### config.mk
export PLATFORM = sky130hd
export DESIGN_NAME = stream_find_replace
export DESIGN_NICKNAME = d
export VERILOG_FILES = /design/src/rtl/sfr_pkg.sv /design/src/rtl/sfr_regs.sv /design/src/rtl/sfr_front.sv /design/src/rtl/sfr_queue.sv /design/src/rtl/sfr_back.sv /design/src/rtl/stream_find_replace.sv
export SDC_FILE = /design/constraint.sdc
export NUM_CORES = 1
export LEC_CHECK = 0
export BUFFER_PORTS_ARGS = -buffer_cell sky130_fd_sc_hd__buf_2
export CORE_MARGIN = 2
export CORE_UTILIZATION = 40
export DETAILED_ROUTE_END_ITERATION = 7
export HOLD_SLACK_MARGIN = 0.05
export PLACE_DENSITY_LB_ADDON = 0.1
export SYNTH_ARGS = -nofsm -noshare
export SYNTH_HDL_FRONTEND = slang
export SYNTH_SLANG_ARGS = --single-unit
### constraint.sdc
create_clock -name clk -period 17.9 [get_ports clk]
set_clock_uncertainty 0.15 [all_clocks]
set_input_delay 2.685 -clock clk [delete_from_list [all_inputs] [get_ports clk]]
set_output_delay 2.685 -clock clk [all_outputs]
set_load 0.1 [all_outputs]
### src/rtl/sfr_pkg.sv
// ----------------------------------------------------------------------------
// sfr_pkg
// Shared types and constants for the stream find-and-replace block.
// ----------------------------------------------------------------------------
package sfr_pkg;

  // default limits on pattern and replacement length, in bytes
  localparam int DEF_MAX_PATTERN     = 8;
  localparam int DEF_MAX_REPLACEMENT = 8;

  // fixed widths of the register and command fields
  localparam int REG_W     = 64;
  localparam int ADDR_W    = 5;
  localparam int LEN_W     = 4;
  localparam int CMD_BYTES = 8;
  localparam int IDX_W     = $clog2(CMD_BYTES);

  // command queue between front and back
  localparam int QUEUE_DEPTH = 2;

  // register indexes (byte address is 8 times the index)
  typedef enum logic [1:0] {
    REG_PATTERN  = 2'd0,
    REG_PAT_LEN  = 2'd1,
    REG_REPL     = 2'd2,
    REG_REPL_LEN = 2'd3
  } sfr_reg_idx_t;

  // live configuration, lengths already clamped to their limits
  typedef struct packed {
    logic [REG_W-1:0] pattern;
    logic [LEN_W-1:0] pat_len;
    logic [REG_W-1:0] repl;
    logic [LEN_W-1:0] repl_len;
    logic             clr;
  } sfr_cfg_t;

  // one burst of result bytes; len of zero with last set is the empty end marker
  typedef struct packed {
    logic [8*CMD_BYTES-1:0] bytes;
    logic [LEN_W-1:0]       len;
    logic                   last;
  } sfr_cmd_t;

endpackage

### src/rtl/sfr_regs.sv
// ----------------------------------------------------------------------------
// sfr_regs
// APB-style register file holding pattern and replacement settings.
// ----------------------------------------------------------------------------
module sfr_regs #(
  parameter int MAX_PATTERN     = sfr_pkg::DEF_MAX_PATTERN,
  parameter int MAX_REPLACEMENT = sfr_pkg::DEF_MAX_REPLACEMENT
) (
  input  logic                      clk,
  input  logic                      rst_n,
  input  logic                      cfg_psel,
  input  logic                      cfg_penable,
  input  logic                      cfg_pwrite,
  input  logic [sfr_pkg::ADDR_W-1:0] cfg_paddr,
  input  logic [sfr_pkg::REG_W-1:0]  cfg_pwdata,
  output logic [sfr_pkg::REG_W-1:0]  cfg_prdata,
  output logic                      cfg_pready,
  output sfr_pkg::sfr_cfg_t         cfg
);
  import sfr_pkg::*;

  logic [REG_W-1:0] pattern_r;
  logic [LEN_W-1:0] pat_len_r;
  logic [REG_W-1:0] repl_r;
  logic [LEN_W-1:0] repl_len_r;
  sfr_reg_idx_t     idx;
  logic             wr;

  assign cfg_pready = 1'b1;
  assign idx        = sfr_reg_idx_t'(cfg_paddr[ADDR_W-1:3]);
  assign wr         = cfg_psel & cfg_penable & cfg_pwrite & cfg_pready;

  // register writes
  always_ff @(posedge clk) begin
    if (!rst_n) begin
      pattern_r  <= '0;
      pat_len_r  <= '0;
      repl_r     <= '0;
      repl_len_r <= '0;
    end else if (wr) begin
      case (idx)
        REG_PATTERN:  pattern_r  <= cfg_pwdata;
        REG_PAT_LEN:  pat_len_r  <= cfg_pwdata[LEN_W-1:0];
        REG_REPL:     repl_r     <= cfg_pwdata;
        REG_REPL_LEN: repl_len_r <= cfg_pwdata[LEN_W-1:0];
        default: ;
      endcase
    end
  end

  // read back
  always_comb begin
    case (idx)
      REG_PATTERN:  cfg_prdata = pattern_r;
      REG_PAT_LEN:  cfg_prdata = REG_W'(pat_len_r);
      REG_REPL:     cfg_prdata = repl_r;
      REG_REPL_LEN: cfg_prdata = REG_W'(repl_len_r);
      default:      cfg_prdata = '0;
    endcase
  end

  // clamp lengths, flag a pattern length write so pending bytes are dropped
  always_comb begin
    cfg.pattern  = pattern_r;
    cfg.repl     = repl_r;
    cfg.pat_len  = (pat_len_r > LEN_W'(MAX_PATTERN)) ? LEN_W'(MAX_PATTERN) : pat_len_r;
    cfg.repl_len = (repl_len_r > LEN_W'(MAX_REPLACEMENT)) ? LEN_W'(MAX_REPLACEMENT)
                                                          : repl_len_r;
    cfg.clr      = wr && (idx == REG_PAT_LEN);
  end

endmodule

### src/rtl/sfr_front.sv
// ----------------------------------------------------------------------------
// sfr_front
// Accepts text beats, keeps the pending window and turns each beat that yields
// bytes or ends the text into a burst command for the back end.
// ----------------------------------------------------------------------------
module sfr_front #(
  parameter int MAX_PATTERN = sfr_pkg::DEF_MAX_PATTERN
) (
  input  logic              clk,
  input  logic              rst_n,
  input  sfr_pkg::sfr_cfg_t cfg,
  input  logic              in_tvalid,
  output logic              in_tready,
  input  logic [7:0]        in_tdata,
  input  logic              in_tuser,
  input  logic              in_tlast,
  input  logic              q_full,
  output logic              push,
  output sfr_pkg::sfr_cmd_t push_cmd
);
  import sfr_pkg::*;

  localparam int CW = $clog2(MAX_PATTERN + 1);

  logic [7:0]       window_r   [MAX_PATTERN];
  logic [7:0]       window_nxt [MAX_PATTERN];
  logic [7:0]       wn         [MAX_PATTERN];
  logic [CW-1:0]    cnt_r, cnt_nxt;
  logic [LEN_W-1:0] cnt_n;
  logic             acc, hit, full;

  assign in_tready = !q_full;
  assign acc       = in_tvalid & in_tready;

  // window with the new byte dropped in, and pattern compare
  always_comb begin
    for (int i = 0; i < MAX_PATTERN; i++) begin
      wn[i] = (in_tuser && (CW'(i) == cnt_r)) ? in_tdata : window_r[i];
    end
    cnt_n = LEN_W'(cnt_r) + LEN_W'(in_tuser);
    hit   = 1'b1;
    for (int i = 0; i < MAX_PATTERN; i++) begin
      if ((LEN_W'(i) < cfg.pat_len) && (wn[i] != cfg.pattern[8*i +: 8])) hit = 1'b0;
    end
    full = (cfg.pat_len != '0) && (cnt_n == cfg.pat_len);
  end

  // classify the beat into a burst and next window state
  always_comb begin
    push_cmd.bytes = '0;
    for (int i = 0; i < MAX_PATTERN; i++) push_cmd.bytes[8*i +: 8] = wn[i];
    push_cmd.len  = '0;
    push_cmd.last = in_tlast;
    window_nxt    = wn;
    cnt_nxt       = CW'(cnt_n);
    if (cfg.pat_len == '0) begin
      // pass through
      push_cmd.len = cnt_n;
      cnt_nxt      = '0;
    end else if (full && hit) begin
      push_cmd.bytes = cfg.repl;
      push_cmd.len   = cfg.repl_len;
      cnt_nxt        = '0;
    end else if (in_tlast) begin
      // flush everything pending
      push_cmd.len = cnt_n;
      cnt_nxt      = '0;
    end else if (full) begin
      // window full, no match: release oldest byte
      push_cmd.len = LEN_W'(1);
      for (int i = 0; i < MAX_PATTERN - 1; i++) window_nxt[i] = wn[i + 1];
      cnt_nxt = CW'(cnt_n - LEN_W'(1));
    end
  end

  assign push = acc && ((push_cmd.len != '0) || in_tlast);

  // pending count
  always_ff @(posedge clk) begin
    if (!rst_n) begin
      cnt_r <= '0;
    end else if (cfg.clr) begin
      cnt_r <= '0;
    end else if (acc) begin
      cnt_r <= cnt_nxt;
    end
  end

  // window bytes
  always_ff @(posedge clk) begin
    if (acc) begin
      window_r <= window_nxt;
    end
  end

endmodule

### src/rtl/sfr_queue.sv
// ----------------------------------------------------------------------------
// sfr_queue
// Short command queue between the front and back ends.
// ----------------------------------------------------------------------------
module sfr_queue (
  input  logic              clk,
  input  logic              rst_n,
  input  logic              push,
  input  sfr_pkg::sfr_cmd_t push_cmd,
  output logic              full,
  input  logic              pop,
  output sfr_pkg::sfr_cmd_t pop_cmd,
  output logic              empty
);
  import sfr_pkg::*;

  localparam int PTR_W = (QUEUE_DEPTH > 1) ? $clog2(QUEUE_DEPTH) : 1;
  localparam int CNT_W = $clog2(QUEUE_DEPTH + 1);

  sfr_cmd_t         mem_r [QUEUE_DEPTH];
  logic [PTR_W-1:0] wr_ptr_r, rd_ptr_r;
  logic [CNT_W-1:0] cnt_r;
  logic             do_push, do_pop;

  assign full    = (cnt_r == CNT_W'(QUEUE_DEPTH));
  assign empty   = (cnt_r == '0);
  assign do_push = push && !full;
  assign do_pop  = pop && !empty;
  assign pop_cmd = mem_r[rd_ptr_r];

  // pointers and fill count
  always_ff @(posedge clk) begin
    if (!rst_n) begin
      wr_ptr_r <= '0;
      rd_ptr_r <= '0;
      cnt_r    <= '0;
    end else begin
      if (do_push) begin
        wr_ptr_r <= (wr_ptr_r == PTR_W'(QUEUE_DEPTH - 1)) ? '0 : wr_ptr_r + PTR_W'(1);
      end
      if (do_pop) begin
        rd_ptr_r <= (rd_ptr_r == PTR_W'(QUEUE_DEPTH - 1)) ? '0 : rd_ptr_r + PTR_W'(1);
      end
      case ({do_push, do_pop})
        2'b10:   cnt_r <= cnt_r + CNT_W'(1);
        2'b01:   cnt_r <= cnt_r - CNT_W'(1);
        default: ;
      endcase
    end
  end

  // entry storage
  always_ff @(posedge clk) begin
    if (do_push) begin
      mem_r[wr_ptr_r] <= push_cmd;
    end
  end

endmodule

### src/rtl/sfr_back.sv
// ----------------------------------------------------------------------------
// sfr_back
// Takes burst commands from the queue and sends them out one byte per beat.
// ----------------------------------------------------------------------------
module sfr_back (
  input  logic              clk,
  input  logic              rst_n,
  input  logic              q_empty,
  input  sfr_pkg::sfr_cmd_t q_cmd,
  output logic              pop,
  output logic              out_tvalid,
  input  logic              out_tready,
  output logic [7:0]        out_tdata,
  output logic              out_tuser,
  output logic              out_tlast
);
  import sfr_pkg::*;

  sfr_cmd_t         cur_r;
  logic             act_r;
  logic [IDX_W-1:0] idx_r;
  logic             done, out_acc, load;

  assign out_acc = out_tvalid & out_tready;
  // final beat of the current burst (an empty marker is a single beat)
  assign done    = (cur_r.len == '0) || (LEN_W'(idx_r) == cur_r.len - LEN_W'(1));
  assign load    = !act_r || (out_acc && done);
  assign pop     = load && !q_empty;

  assign out_tvalid = act_r;
  assign out_tuser  = (cur_r.len != '0);
  assign out_tdata  = out_tuser ? cur_r.bytes[8*idx_r +: 8] : 8'd0;
  assign out_tlast  = cur_r.last && done;

  // burst control
  always_ff @(posedge clk) begin
    if (!rst_n) begin
      act_r <= 1'b0;
      idx_r <= '0;
    end else if (load) begin
      act_r <= !q_empty;
      idx_r <= '0;
    end else if (out_acc) begin
      idx_r <= idx_r + IDX_W'(1);
    end
  end

  // burst payload
  always_ff @(posedge clk) begin
    if (pop) begin
      cur_r <= q_cmd;
    end
  end

endmodule

### src/rtl/stream_find_replace.sv
// ----------------------------------------------------------------------------
// stream_find_replace
// Streaming find-and-replace over byte text with an APB-style register port.
// ----------------------------------------------------------------------------
// Text enters one byte per beat and leaves with every leftmost, non-overlapping
// occurrence of the pattern (pattern_len bytes, 0 passes text through) replaced
// by replacement_len bytes of the replacement. The input takes one beat per
// cycle while the two-entry command queue has room; the output sends one byte
// per cycle while out_tready is high, so a beat that yields n bytes (a
// replacement or an end-of-text flush, up to 8) holds the output until all n
// are sent and, once the queue fills, stalls the input through in_tready. The
// first byte a beat yields is written into the command queue and then loaded
// into the back end's burst register before it is offered on the output.
// Registers: pattern_bytes at 0x00, pattern_len at 0x08, replacement_bytes at
// 0x10, replacement_len at 0x18; writing pattern_len drops pending bytes. The
// user must write registers only while the block is idle; the block does not enforce this.
// ----------------------------------------------------------------------------
module stream_find_replace #(
  parameter int MAX_PATTERN     = sfr_pkg::DEF_MAX_PATTERN,
  parameter int MAX_REPLACEMENT = sfr_pkg::DEF_MAX_REPLACEMENT
) (
  input  logic                       clk,
  input  logic                       rst_n,
  // input stream
  input  logic                       in_tvalid,
  output logic                       in_tready,
  input  logic [7:0]                 in_tdata,   // [7:0] in_byte
  input  logic                       in_tuser,   // [0] in_valid
  input  logic                       in_tlast,
  // result stream
  output logic                       out_tvalid,
  input  logic                       out_tready,
  output logic [7:0]                 out_tdata,  // [7:0] out_byte
  output logic                       out_tuser,  // [0] out_valid
  output logic                       out_tlast,
  // register port
  input  logic                       cfg_psel,
  input  logic                       cfg_penable,
  input  logic                       cfg_pwrite,
  input  logic [sfr_pkg::ADDR_W-1:0] cfg_paddr,
  input  logic [sfr_pkg::REG_W-1:0]  cfg_pwdata,
  output logic [sfr_pkg::REG_W-1:0]  cfg_prdata,
  output logic                       cfg_pready
);
  import sfr_pkg::*;

  sfr_cfg_t cfg;
  sfr_cmd_t push_cmd, pop_cmd;
  logic     push, pop, q_full, q_empty;

  // registers
  sfr_regs #(
    .MAX_PATTERN     (MAX_PATTERN),
    .MAX_REPLACEMENT (MAX_REPLACEMENT)
  ) u_regs (
    .clk         (clk),
    .rst_n       (rst_n),
    .cfg_psel    (cfg_psel),
    .cfg_penable (cfg_penable),
    .cfg_pwrite  (cfg_pwrite),
    .cfg_paddr   (cfg_paddr),
    .cfg_pwdata  (cfg_pwdata),
    .cfg_prdata  (cfg_prdata),
    .cfg_pready  (cfg_pready),
    .cfg         (cfg)
  );

  // window and classification
  sfr_front #(
    .MAX_PATTERN (MAX_PATTERN)
  ) u_front (
    .clk       (clk),
    .rst_n     (rst_n),
    .cfg       (cfg),
    .in_tvalid (in_tvalid),
    .in_tready (in_tready),
    .in_tdata  (in_tdata),
    .in_tuser  (in_tuser),
    .in_tlast  (in_tlast),
    .q_full    (q_full),
    .push      (push),
    .push_cmd  (push_cmd)
  );

  // command queue
  sfr_queue u_queue (
    .clk      (clk),
    .rst_n    (rst_n),
    .push     (push),
    .push_cmd (push_cmd),
    .full     (q_full),
    .pop      (pop),
    .pop_cmd  (pop_cmd),
    .empty    (q_empty)
  );

  // byte serialiser
  sfr_back u_back (
    .clk        (clk),
    .rst_n      (rst_n),
    .q_empty    (q_empty),
    .q_cmd      (pop_cmd),
    .pop        (pop),
    .out_tvalid (out_tvalid),
    .out_tready (out_tready),
    .out_tdata  (out_tdata),
    .out_tuser  (out_tuser),
    .out_tlast  (out_tlast)
  );

endmodule
==> results.py <==
metrics = {
    "final_layout": {
        "layoutNonFillerInstCount": 2717,
        "fin_nets": 2101,
        "utilization_pct": 46.3,
        "drive_gt1_share_pct": 20.3,
        "fillers": 4691,
        "n_antenna_cell": 0,
        "area_delta_synth_final_pct": 13.8,
    },
    "critical_path": {
        "crit_type": "in2reg",
        "start_kind": "input pin",
        "startpoint": "in_tdata[4]",
        "crit_path_end_kind": "flop",
        "crit_fanout": 69,
        "crit_arrival_ps": 8070,
        "r2r_start": "u_front.cnt_r[2]$_SDFFE_PP0P_",
        "r2r_cells": 13,
        "timing.rr.end": "u_queue.cnt_r[1]$_SDFFE_PN0P_",
        "reg2reg_slack_ps": 11800,
        "cp.required_ps": 18240,
        "endpoint": "u_queue.cnt_r[1]$_SDFFE_PN0P_",
    },
    "drt": {
        "vias": 15300,
        "routed_via_density": 5.64,
        "dr.pass1.iters": 6,
        "drt_iter0_markers": 1458,
        "wl_per_cell_um": 23.3,
        "ant_nets": 0,
        "wl_um": 63300,
        "drc_errors": 0,
    },
    "cts": {
        "numCtsBuffers": 47,
        "cts_resized": 0,
        "clock-root-buffer": "clkbuf_16",
        "hold_buffers": 0,
        "path_clk_slew_ps": 60,
        "cts_tree": "built",
        "cts_max_level": 2,
        "cts_sinks": 419,
        "clk_path_buf_depth": 3,
        "insertion_delay_ps": 590,
        "cts_setup_buffers": 0,
    },
    "pwr": {
        "vdd_drop_max_uv": 68.4,
        "p_clk_share_pct": 33.2,
        "leakage_nw": 8.33,
        "power_frac_comb_pct": 20.6,
        "powerDensity_mw_per_mm2": 125,
        "switching_share_pct": 30.6,
        "power.net_switching_mw": 0.888,
        "p_int_mw": 2.02,
        "p_seq_share_pct": 46.2,
    },
    "placed_design": {
        "hpwl_um": 41500,
        "pre_cts_slack_ps": 9660,
        "gp_congestion": 0.888,
        "dpl.cell_count": 2631,
        "io_buffers": 158,
    },
    "synth": {
        "synth_seq_cells": 419,
        "synth_cell_type_count": 82,
        "syn_nets": 2001,
        "async_reset_ff_share_pct": 0,
        "syn_avg_cell_area_um2": 10.7,
        "seq_area_frac_synth_pct": 54.2,
        "ys_dominant_reg_cell": "edfxtp_1",
        "syn_area_mm2": 0.0205,
        "synth_edf_count": 271,
        "synth_cells": 1908,
        "yosys_warnings": 0,
    },
    "die": {
        "die_w_um": 230,
        "core.rowCount": 82,
        "die-area_mm2": 0.0531,
        "initial_core_util_pct": 40.7,
        "die_y_um": 230,
        "core_area_mm2": 0.0504,
        "io_pins": 163,
    },
    "timing": {
        "hold_violations": 0,
        "rsz0062_at_grt": "no",
        "tns_ps": 0,
        "fmax_mhz": 129,
        "setup_slack_ps": 10180,
        "fin_crit_ps": 7720,
        "fin_crit_sh_pct": 43.2,
        "maxSlewViolCount": 0,
        "setup_viol": 0,
        "tightest_slew_ps": 1040,
        "slew_headroom_pct": 30.5,
    },
    "status": {
        "status": "completed",
    },
    "global_route": {
        "grt.total_usage_pct": 23.5,
        "grt_overflow": 0,
        "grt_pass1_vias": 14900,
        "grt_max_degree": 95,
        "antenna_found_initial": 3,
        "grt_pass1_wl_um": 94400,
    },
    "flow_run": {
        "maxCapViolations": 0,
    },
    "hold_path": {
        "hp-class": "reg2reg",
    },
}
-- registers in the layout, indices dropped and copies added, names as in the netlist --
name / count
u_queue.mem_r: 138
u_back.cur_r: 69
u_front.window_r: 64
u_regs.pattern_r: 64
u_regs.repl_r: 64
u_front.cnt_r: 4
u_regs.pat_len_r: 4
u_regs.repl_len_r: 4
u_back.idx_r: 3
u_queue.cnt_r: 2
u_back.out_tvalid: 1
u_queue.rd_ptr_r: 1
u_queue.wr_ptr_r: 1
-- per-stage QoR --
| stage | hold WS [ps] | area, um^2 | total power, mW |
|---|---|---|---|
| after floorplan | 304 | 20500 | 1.76 |
| after global placement | 317 | 21800 | 1.95 |
| after detailed placement | 326 | 21800 | 1.96 |
| after CTS | 331 | 23300 | 2.92 |
| after global routing | 352 | 23300 | 3.01 |
| final | 329 | 23300 | 2.90 |
-- kinds of logic after synthesis --
kind of cell | share of synthesized area, %
AO/OA/AOI/OAI | 14.1
XOR/XNOR | 2.55
adder cells (fa/ha/maj) | 0.427
buffers and inverters | 3.78
flip-flops | 54.2
multiplexers | 11.2
other | 0.0183
AND/OR/NAND/NOR | 13.7
-- worst max-delay path, cell delays in order --
cell,delay [ps]
buf_2,360
clkinv_1,660
nor3_1,340
a21oi_1,130
xnor2_1,160
nor4_1,560
a32oi_1,290
o41ai_4,570
nand2_4,510
o211a_1,520
o21ai_0,360
ha_1,340
or3_1,370
a21boi_0,190
-- layout make-up --
cell class              count  area (um^2)  area share, %
clock inverters            29          250           1.07
multi-input cells        1301         8680           37.2
clock buffers              57         1270           5.43
well taps                 672          841           3.61
repair buffers            179          953           4.09
flip-flops and latches    419        11100           47.6
inverters                  60          225          0.966
-- how the worst min path moves through the flow --
| stage | start | end | slack, ps | cells past startpoint |
|---|---|---|---|---|
| global placement | u_regs.repl_r[55]$_SDFFE_PN0P_ | u_regs.repl_r[55]$_SDFFE_PN0P_ | 320 | 2 |
| detailed placement | u_regs.repl_r[56]$_SDFFE_PN0P_ | u_regs.repl_r[56]$_SDFFE_PN0P_ | 330 | 2 |
| finish | u_regs.repl_r[56]$_SDFFE_PN0P_ | u_regs.repl_r[56]$_SDFFE_PN0P_ | 330 | 2 |
| CTS | u_regs.repl_r[56]$_SDFFE_PN0P_ | u_regs.repl_r[56]$_SDFFE_PN0P_ | 330 | 2 |
| global route | u_regs.repl_r[56]$_SDFFE_PN0P_ | u_regs.repl_r[56]$_SDFFE_PN0P_ | 350 | 2 |
| floorplan | u_regs.repl_r[57]$_SDFFE_PN0P_ | u_regs.repl_r[57]$_SDFFE_PN0P_ | 300 | 2 |
-- Yosys cell counts (4+ instances only) --
master,number,area share (%)
a21boi_0,131,4.8
a21oi_1,99,2.4
a221oi_1,4,0.17
a222oi_1,18,0.88
a31oi_1,16,0.49
and2_1,8,0.24
buf_1,16,0.29
buf_2,16,0.39
buf_6,5,0.27
clkbuf_1,88,1.6
dfxtp_1,148,14
edfxtp_1,271,40
ha_1,7,0.43
inv_1,55,1.0
mux2_2,73,4.0
mux2i_1,99,4.8
mux4_2,20,2.2
nand2_1,305,5.6
nand2b_1,6,0.18
nand3_1,31,0.76
nand4_1,9,0.27
nor2_1,180,3.3
nor2b_1,12,0.37
nor3_1,30,0.73
nor4_1,6,0.18
o2111ai_1,4,0.17
o211ai_1,4,0.15
o21ai_0,23,0.56
o221a_2,39,2.1
o22ai_1,12,0.37
or3_1,35,1.1
xnor2_1,32,1.4
xor2_1,25,1.1
-- cells in the final DEF, fill, tap and decap left out, types with 12 or more instances in the layout --
cell type / synthesis / final
mux4_2: 20 / 20
buf_4: 3 / 23
o21ai_0: 23 / 23
a21boi_0: 131 / 131
nand2_1: 305 / 303
dfxtp_1: 148 / 146
or3_1: 35 / 34
a21oi_1: 99 / 99
o221a_2: 39 / 39
a31oi_1: 16 / 16
edfxtp_1: 271 / 271
nor3_1: 30 / 29
nor2b_1: 12 / 12
nand3_1: 31 / 31
a222oi_1: 18 / 18
mux2_2: 73 / 73
xnor2_1: 32 / 32
clkbuf_16: 0 / 49
mux2i_1: 99 / 99
nor2_1: 180 / 179
clkinv_2: 0 / 14
o22ai_1: 12 / 12
buf_2: 16 / 156
inv_1: 55 / 55
xor2_1: 25 / 25
-- power by group through the flow --
stage	clock (mW)	combinational, mW	sequential (mW)
detailed placement	0	0.598	1.36
global route	1.02	0.640	1.36
CTS	0.980	0.602	1.34
global placement	0	0.590	1.36
finish	0.963	0.600	1.34
floorplan	0	0.423	1.33
-- per-layer routing --
metal  GRT usage [%]  part of all wire [%]
met1            34.1                    46
met2            36.6                    45
met3            3.50                   6.5
met4            6.67                   2.2
met5               0                 0.025
Note: power is estimated with default switching activity, not from simulation.
